**src/hdl/tss_pkg.sv**
```systemverilog
`default_nettype none

package tss_pkg;

	localparam int SIDE_BITS = 16;
	localparam int ANGLE_FRAC_BITS = 7;

	localparam int SUM_W = SIDE_BITS + 2;
	localparam int FAC_W = SIDE_BITS + 1;
	localparam int SQ_W = 2 * SIDE_BITS;
	localparam int D_W = SQ_W + 2;
	localparam int DMAG_W = SQ_W + 1;
	localparam int M1_W = SUM_W + FAC_W;
	localparam int M2_W = 2 * FAC_W;

	// The Heron product of a valid triangle is below 3 * s^4.
	localparam int P_W = 4 * SIDE_BITS + 2;
	localparam int GUARD = 24;
	localparam int ROOT_W = (P_W + 2 * GUARD) / 2;
	localparam int REM_W = ROOT_W + 2;
	localparam int AREA_W = 33;

	localparam int NORM_BITS = 30;
	localparam int CORDIC_N = 26;
	localparam int CW = NORM_BITS + 4;
	localparam int ZF = 20;
	localparam int ZU_W = 28;
	localparam int ZW = ZU_W + 1;
	localparam int PERIM_W = 18;
	localparam int ANG_W = 15;

	localparam logic [ZU_W-1:0] Z90 = ZU_W'(90 << ZF);
	localparam logic [ZU_W-1:0] Z180 = ZU_W'(180 << ZF);
	localparam logic [ZU_W-1:0] RND_HALF = ZU_W'(1 << (ZF - ANGLE_FRAC_BITS - 1));
	localparam logic [ZU_W-1:0] ANG_LIM = ZU_W'(180 << ANGLE_FRAC_BITS);

	localparam logic [ZU_W-1:0] ATAN [CORDIC_N] = '{
		28'd47185920, 28'd27855475, 28'd14718068, 28'd7471121, 28'd3750058,
		28'd1876857, 28'd938658, 28'd469357, 28'd234682, 28'd117342,
		28'd58671, 28'd29335, 28'd14668, 28'd7334, 28'd3667, 28'd1833,
		28'd917, 28'd458, 28'd229, 28'd115, 28'd57, 28'd29, 28'd14, 28'd7,
		28'd4, 28'd2
	};

	typedef struct packed {
		logic [15:0] side_a;
		logic [15:0] side_b;
		logic [15:0] side_c;
	} tss_in_t;

	typedef struct packed {
		logic                  is_valid;
		logic [PERIM_W-1:0]    perimeter;
		logic [AREA_W-1:0]     area_quarters;
		logic [ANG_W-1:0]      angle_opp_a;
		logic [ANG_W-1:0]      angle_opp_b;
		logic [ANG_W-1:0]      angle_opp_c;
	} tss_out_t;

	typedef struct packed {
		logic                    is_valid;
		logic [PERIM_W-1:0]      perimeter;
		logic [2:0][DMAG_W-1:0]  dmag;
		logic [2:0]              dneg;
	} tss_tag_t;

	typedef struct packed {
		logic                  is_valid;
		logic [PERIM_W-1:0]    perimeter;
		logic [AREA_W-1:0]     area;
		logic [2:0]            dneg;
	} tss_ftag_t;

endpackage

`default_nettype wire

```
**src/hdl/tss_norm.sv**
```systemverilog
`default_nettype none

module tss_norm (
	input  logic                                  clk,
	input  logic                                  arst_n,
	input  logic                                  en,
	input  logic                                  in_v,
	input  logic [tss_pkg::ROOT_W-1:0]            root,
	input  tss_pkg::tss_tag_t                     in_tag,
	output logic                                  out_v,
	output logic [2:0][tss_pkg::NORM_BITS-1:0]    x,
	output logic [2:0][tss_pkg::NORM_BITS-1:0]    y,
	output tss_pkg::tss_ftag_t                    out_tag
);

	localparam int XW = tss_pkg::ROOT_W;
	localparam int NB = tss_pkg::NORM_BITS;
	localparam int GUARD = tss_pkg::GUARD;

	typedef struct packed {
		logic [XW-1:0] x;
		logic [XW-1:0] y;
	} nxy_t;

	function automatic nxy_t nstep(input nxy_t v, input int k, input int thr);
		nxy_t r;
		logic [XW-1:0] t;
		t = (v.x | v.y) >> NB;
		r = v;
		if ((t >> thr) != '0) begin
			r.x = v.x >> k;
			r.y = v.y >> k;
		end
		return r;
	endfunction

	logic v_s1, v_s2, v_s3;
	nxy_t [2:0] xy_s1, xy_s2, xy_s3;
	tss_pkg::tss_ftag_t ft_s1, ft_s2, ft_s3;
	nxy_t [2:0] xy_in;

	always_comb begin
		for (int j = 0; j < 3; j++) begin
			xy_in[j].x = {in_tag.dmag[j], {GUARD{1'b0}}};
			xy_in[j].y = root;
		end
	end

	always_ff @(posedge clk or negedge arst_n) begin
		if (!arst_n) begin
			v_s1 <= 1'b0;
			v_s2 <= 1'b0;
			v_s3 <= 1'b0;
		end else if (en) begin
			v_s1 <= in_v;
			v_s2 <= v_s1;
			v_s3 <= v_s2;
		end
	end

	always_ff @(posedge clk) begin
		if (en) begin
			for (int j = 0; j < 3; j++) begin
				xy_s1[j] <= nstep(nstep(xy_in[j], 16, 16), 8, 8);
				xy_s2[j] <= nstep(nstep(xy_s1[j], 4, 4), 2, 2);
				xy_s3[j] <= nstep(nstep(xy_s2[j], 1, 1), 1, 0);
			end
			ft_s1.is_valid <= in_tag.is_valid;
			ft_s1.perimeter <= in_tag.perimeter;
			ft_s1.area <= root[XW-1:GUARD];
			ft_s1.dneg <= in_tag.dneg;
			ft_s2 <= ft_s1;
			ft_s3 <= ft_s2;
		end
	end

	always_comb begin
		for (int j = 0; j < 3; j++) begin
			x[j] = xy_s3[j].x[NB-1:0];
			y[j] = xy_s3[j].y[NB-1:0];
		end
	end

	assign out_v = v_s3;
	assign out_tag = ft_s3;

endmodule

`default_nettype wire

```
**config.mk**
```make
export PLATFORM = sky130hd
export DESIGN_NAME = tss_norm
export DESIGN_NICKNAME = d
export VERILOG_FILES = /design/src/hdl/tss_pkg.sv /design/src/hdl/tss_norm.sv
export SDC_FILE = /design/constraint.sdc
export NUM_CORES = 1
export LEC_CHECK = 0
export ABC_CLOCK_PERIOD_IN_PS = 4500
export BUFFER_PORTS_ARGS = -buffer_cell sky130_fd_sc_hd__buf_4
export CAP_MARGIN = 10
export CORE_MARGIN = 2
export CORE_UTILIZATION = 45
export DETAILED_ROUTE_END_ITERATION = 12
export GPL_TIMING_DRIVEN = 0
export PLACE_DENSITY = 0.66
export SLEW_MARGIN = 5
export SYNTH_ARGS = -nofsm -noshare
export SYNTH_HDL_FRONTEND = slang
export SYNTH_SLANG_ARGS = --single-unit
```
**constraint.sdc**
```tcl
create_clock -name clk -period 4.5 [get_ports clk]
set_input_delay 0.9 -clock clk [delete_from_list [all_inputs] [get_ports clk]]
set_output_delay 0.9 -clock clk [all_outputs]
set_load 0.02 [all_outputs]
```
=== Word level (Yosys, flattened, before mapping) ===
Cells that the tools add are included.

* Register bits after elaboration: 1032
* Latch bits: 0
* Memory bits (writable): 0
* Bits in read-only memories: 0
* Output and inout port bits: 236
* Word-level logic and storage cells: 108
* Memories: 0

* Add/subtract/negate cells: 0
* Multiply operators: 0
* Divide/modulo/power cells: 0
* Order comparisons: 0
* Equality and inequality tests: 0
* Shift-type cells: 0
* Multiplexer cells: 27
* Bitwise logic cells: 18
* Reduce and logical (&&, ||, !) cells: 18

{| class="wikitable"
|+ Operators with widths
! kind !! number
|-
| 2-to-1 mux 114 bit || 18
|-
| bitwise OR 57 bit || 18
|-
| nonzero test 57 bit || 18
|-
| 2-to-1 mux 112 bit || 3
|-
| 2-to-1 mux 106 bit || 3
|-
| 2-to-1 mux 87 bit || 3
|}

=== Longest topological paths before layout ===
* Word-level depth: 7
* Gate-level depth with buffers: 9
* Gate-level depth less buffers: 5

=== Worst setup path after synthesis ===
OpenSTA, ideal clock, no wires.

* Path kind: input to register
* From: input root[54] in the netlist's numbering
* To: register xy_s1[82] in the netlist's numbering (data pin)
* Setup time: 0.261 ns
* Arrival: 2.748 ns
* Required time: 4.239 ns
* Path slack: 1.492 ns
* Cell stages on the path: 8
* Buffers on the path: 3
* Path through: or3_4 > or4_1 > buf_2 > nor3_2 > buf_6 > a21oi_4 > buf_6 > a221o_1

* Word-level cells in the longest chain between the ends: 7

{| class="wikitable"
|+ Ends and longest elaborated chain
! what !! line !! text
|-
| start: declaration || tss_norm.sv:8 || <nowiki>input logic [tss_pkg::ROOT_W-1:0] root,</nowiki>
|-
| bitwise OR 57 bit || tss_norm.sv:28 || <nowiki>t = (v.x | v.y) >> NB;</nowiki>
|-
| nonzero test 57 bit || tss_norm.sv:30 || <nowiki>if ((t >> thr) != '0) begin</nowiki>
|-
| 2-to-1 mux 114 bit * || tss_norm.sv:30 ||
|-
| 2-to-1 mux 114 bit * || tss_norm.sv:62 || <nowiki>if (en) begin</nowiki>
|-
| bitwise OR 57 bit || tss_norm.sv:28 ||
|-
| nonzero test 57 bit || tss_norm.sv:30 ||
|-
| 2-to-1 mux 106 bit * || tss_norm.sv:30 ||
|-
| end signal: indexed assignment || tss_norm.sv:64 || <nowiki>xy_s1[j] <= nstep(nstep(xy_in[j], 16, 16), 8, 8);</nowiki>
|-
| end: declaration || tss_norm.sv:38 || <nowiki>nxy_t [2:0] xy_s1, xy_s2, xy_s3;</nowiki>
|}

Every way passes the cells marked *; elsewhere a longest branch is shown, timed or not. The select of a mux whose other input is x is not followed.
A chain may end at the register's enable or synchronous reset.

=== Worst setup path after layout ===
* From: input root[49] in the netlist's numbering
* To: register xy_s1[25] in the netlist's numbering (data pin)

The elaborated chain is that of the path after synthesis.

==> results.yml <==
synthesis:
  synthTopCellsByCount: "edfxtp_1 (1029), nor2_1 (527), mux2i_1 (378), a21oi_1 (320), clkbuf_1 (317)"
  synth_top_family_by_area: "compound AO/OA/AOI/OAI gates"
  yosys.area_share.simple_pct: 9.704
  netlist_top_cells_area: "edfxtp_1 (66%), mux2i_1 (8.1%), nor2_1 (4.2%), a21oi_1 (3.4%), clkbuf_1 (2.6%)"
  synth-edff-count: 1029
  ys_types: 55
  seq_area_frac_synth_pct: 66.54
  synth-xor-area-share_pct: 0
  netlist_area_um2: 46550
  synth_compound_area_share_pct: 11.53
  synthCells: 3691
  ys.flop_type: "edfxtp_1"
  avgSynthCellArea_um2: 12.61
  async_flop_share_pct: 0.2907
  synth_fa_ha_area_share_pct: 0
  ys_ff_latch: 1032
  synth.most_common_cell: "edfxtp_1"
  synth.top_cell.area_share_pct: 66.38
  synth_top_area_cell: "edfxtp_1"
  synthMuxAreaShare_pct: 8.733
  yosys_warnings: 0
routing:
  vias: 33390
  topRoutingLayerUsed: "met5"
  ant_nets: 0
  routed_wl_um: 131500
  wl_met3_um: 14970
  wl_met1_um: 53220
  wl_per_cell_um: 22.52
  drc_errors: 0
  firstDrtPassIters: 7
  via_per_inst: 5.719
  dr_wl_met2_um: 58790
  dr.first_iter.drc_count: 4226
timing:
  hold_viol: 0
  setup_viol: 0
  fmax_ghz: 0.2405
  fin_crit_sh_pct: 92.41
  hold_ws_ns: 0.3772
  layout_min_cycle_time_ns: 4.159
  setup_ws_ns: 0.3414
  clock_skew_ns: 0.03214
  maxSlewViolCount: 0
  max_slew_margin_pct: 13.47
  tightest_slew_ns: 1.288
  fin_tns_setup_ns: 0
  rsz0062_at_grt: "no"
clocking:
  ctsHtreeMaxLevel: 3
  cts-buffers-inserted: 107
  post_cts_resized: 0
  clock-sinks: 1032
  clock_path_buffers: 3
  cts-root-buf: "clkbuf_16"
  clk-insertion-delay-late_ns: 0.72
  cts_tree: "yes"
  clk_pin_slew_ns: 0.06
global_routing:
  antenna_found_initial: 23
  grt_usage_pct: 23.95
  grt_pass1_vias: 30650
  grt_pass1_wl_um: 192100
  grt_max_degree: 126
  grt-ovfl-total: 0
worst_setup_path:
  worstSetupPathType: "in2reg"
  critPathRequiredTime_ns: 4.89
  cp-end-kind: "flop"
  crit_fanout: 10
  start_kind: "input pin"
  arrival_ns: 4.55
placed_design:
  port_buffers: 411
  placedCellCount: 5636
  hpwl_um: 96160
  place_ws_ns: 0.06102
  place.gp.congestion: 0.9456
finish:
  drive_gt1_share_pct: 15.42
  area_growth_pct: 19.79
  final_cell_count_no_fill: 5839
  fill_cells: 8624
  nets: 4562
pwr:
  power_mw: 22.34
  ir_drop_mv: 0.3226
  powerDensity_nw_per_um2: 400.6
  leakage_nw: 20.57
die:
  boundaryPins: 418
  die-area_um2: 106000
  core_um2: 102200
  rows: 117
  die_height_um: 325.6
  start_util_pct: 45.56
  die_w_um: 325.6
hold_path:
  min_path_type: "in2reg"
outcome:
  status: "completed"
flow_run:
  maxCapViolations: 0
## critical path, cell delays in order
cell and delay [ns]:
buf_4 0.12, clkbuf_1 0.38, nor3_1 1.15, nand3_1 0.55
nor2_1 0.72, clkbuf_1 0.49, a21oi_1 0.22
## where the power goes
| group | switching, mW | total, mW | internal (mW) |
|---|---|---|---|
| Sequential | 0.415 | 11.8 | 11.4 |
| Combinational | 1.14 | 1.89 | 0.750 |
| Clock | 3.68 | 8.63 | 4.95 |
| Total | 5.24 | 22.3 | 17.1 |
## metrics by stage
stage / area (um2) / utilization, %
6_report: 55760 / 54.57
5_1_grt: 55760 / 54.57
4_1_cts: 55730 / 54.54
3_5_place_dp: 52300 / 51.18
3_3_place_gp: 51900 / 50.80
2_1_floorplan: 47110 / -
## path summary, 6_finish.rpt
check / from / endpoint / slack (ns) / cells past startpoint
max in group asynchronous: arst_n / v_s1 / 3.88 / 2
setup reg to reg: xy_s2[202] / x[56] / 1.16 / 7
setup / recovery: root[49] / xy_s1[25] / 0.34 / 7
min in group asynchronous: arst_n / out_v / 0.53 / 2
hold reg to reg: ft_s1[50] / ft_s2[50] / 0.41 / 0
hold / removal: root[44] / ft_s1[23] / 0.38 / 1
## cell families (layout without fill, tap and decap cells)
group | count (synthesis) | in the layout
AOI/OAI and AO/OA | 823 | 823
and+or+nand+nor | 1023 | 1023
buffers and inverters | 409 | 1036
muxes | 403 | 403
DFF | 1032 | 1032
other | 1 | 154
## cell type report
class                           instances  area, um2  share of cell area, %
Sequential cell                      1032      30970                  55.55
Multi-Input combinational cell       2399      14580                  26.14
Timing Repair Buffer                  431       3441                  6.171
Clock buffer                          135       2855                  5.121
Tap cell                             1368       1712                  3.070
Buffer                                389       1548                  2.776
Clock inverter                         61      566.8                  1.017
Inverter                               20      75.07                 0.1346
Antenna cell                            4      10.01                0.01795
## flip-flops by register name, summed over array words and instances, names as in the netlist
name     count
xy_s1      342
xy_s2      342
out_v        1
ft_s2       55
v_s2         1
y           90
out_tag     55
v_s1         1
x           90
ft_s1       55
## what timing repair did
action	4_1_cts	5_1_grt
endpoints found under the hold margin	3	0
buffers inserted	0	0
hold buffers	1	0
## placed cells by master, fill, tap and decap left out, types with 31 or more instances in the layout
cell,instances
buf_2,33
conb_1,150
clkbuf_16,109
a21oi_1,320
mux2i_1,378
buf_4,423
and3_1,43
a221oi_1,104
buf_1,31
o31ai_1,61
nand3_1,46
o22ai_1,54
nand2_1,215
o21ai_0,87
clkbuf_1,340
edfxtp_1,1029
a211oi_1,32
nor4_1,88
nor2_1,527
## per-layer routing
layer | vias up | GRT usage [%]
li1 | 15240 | -
met1 | 16030 | 32.95
met2 | 1776 | 36.58
met3 | 310 | 6.942
met4 | 38 | 7.844
met5 | - | 0
(Power assumes the default switching activity.)
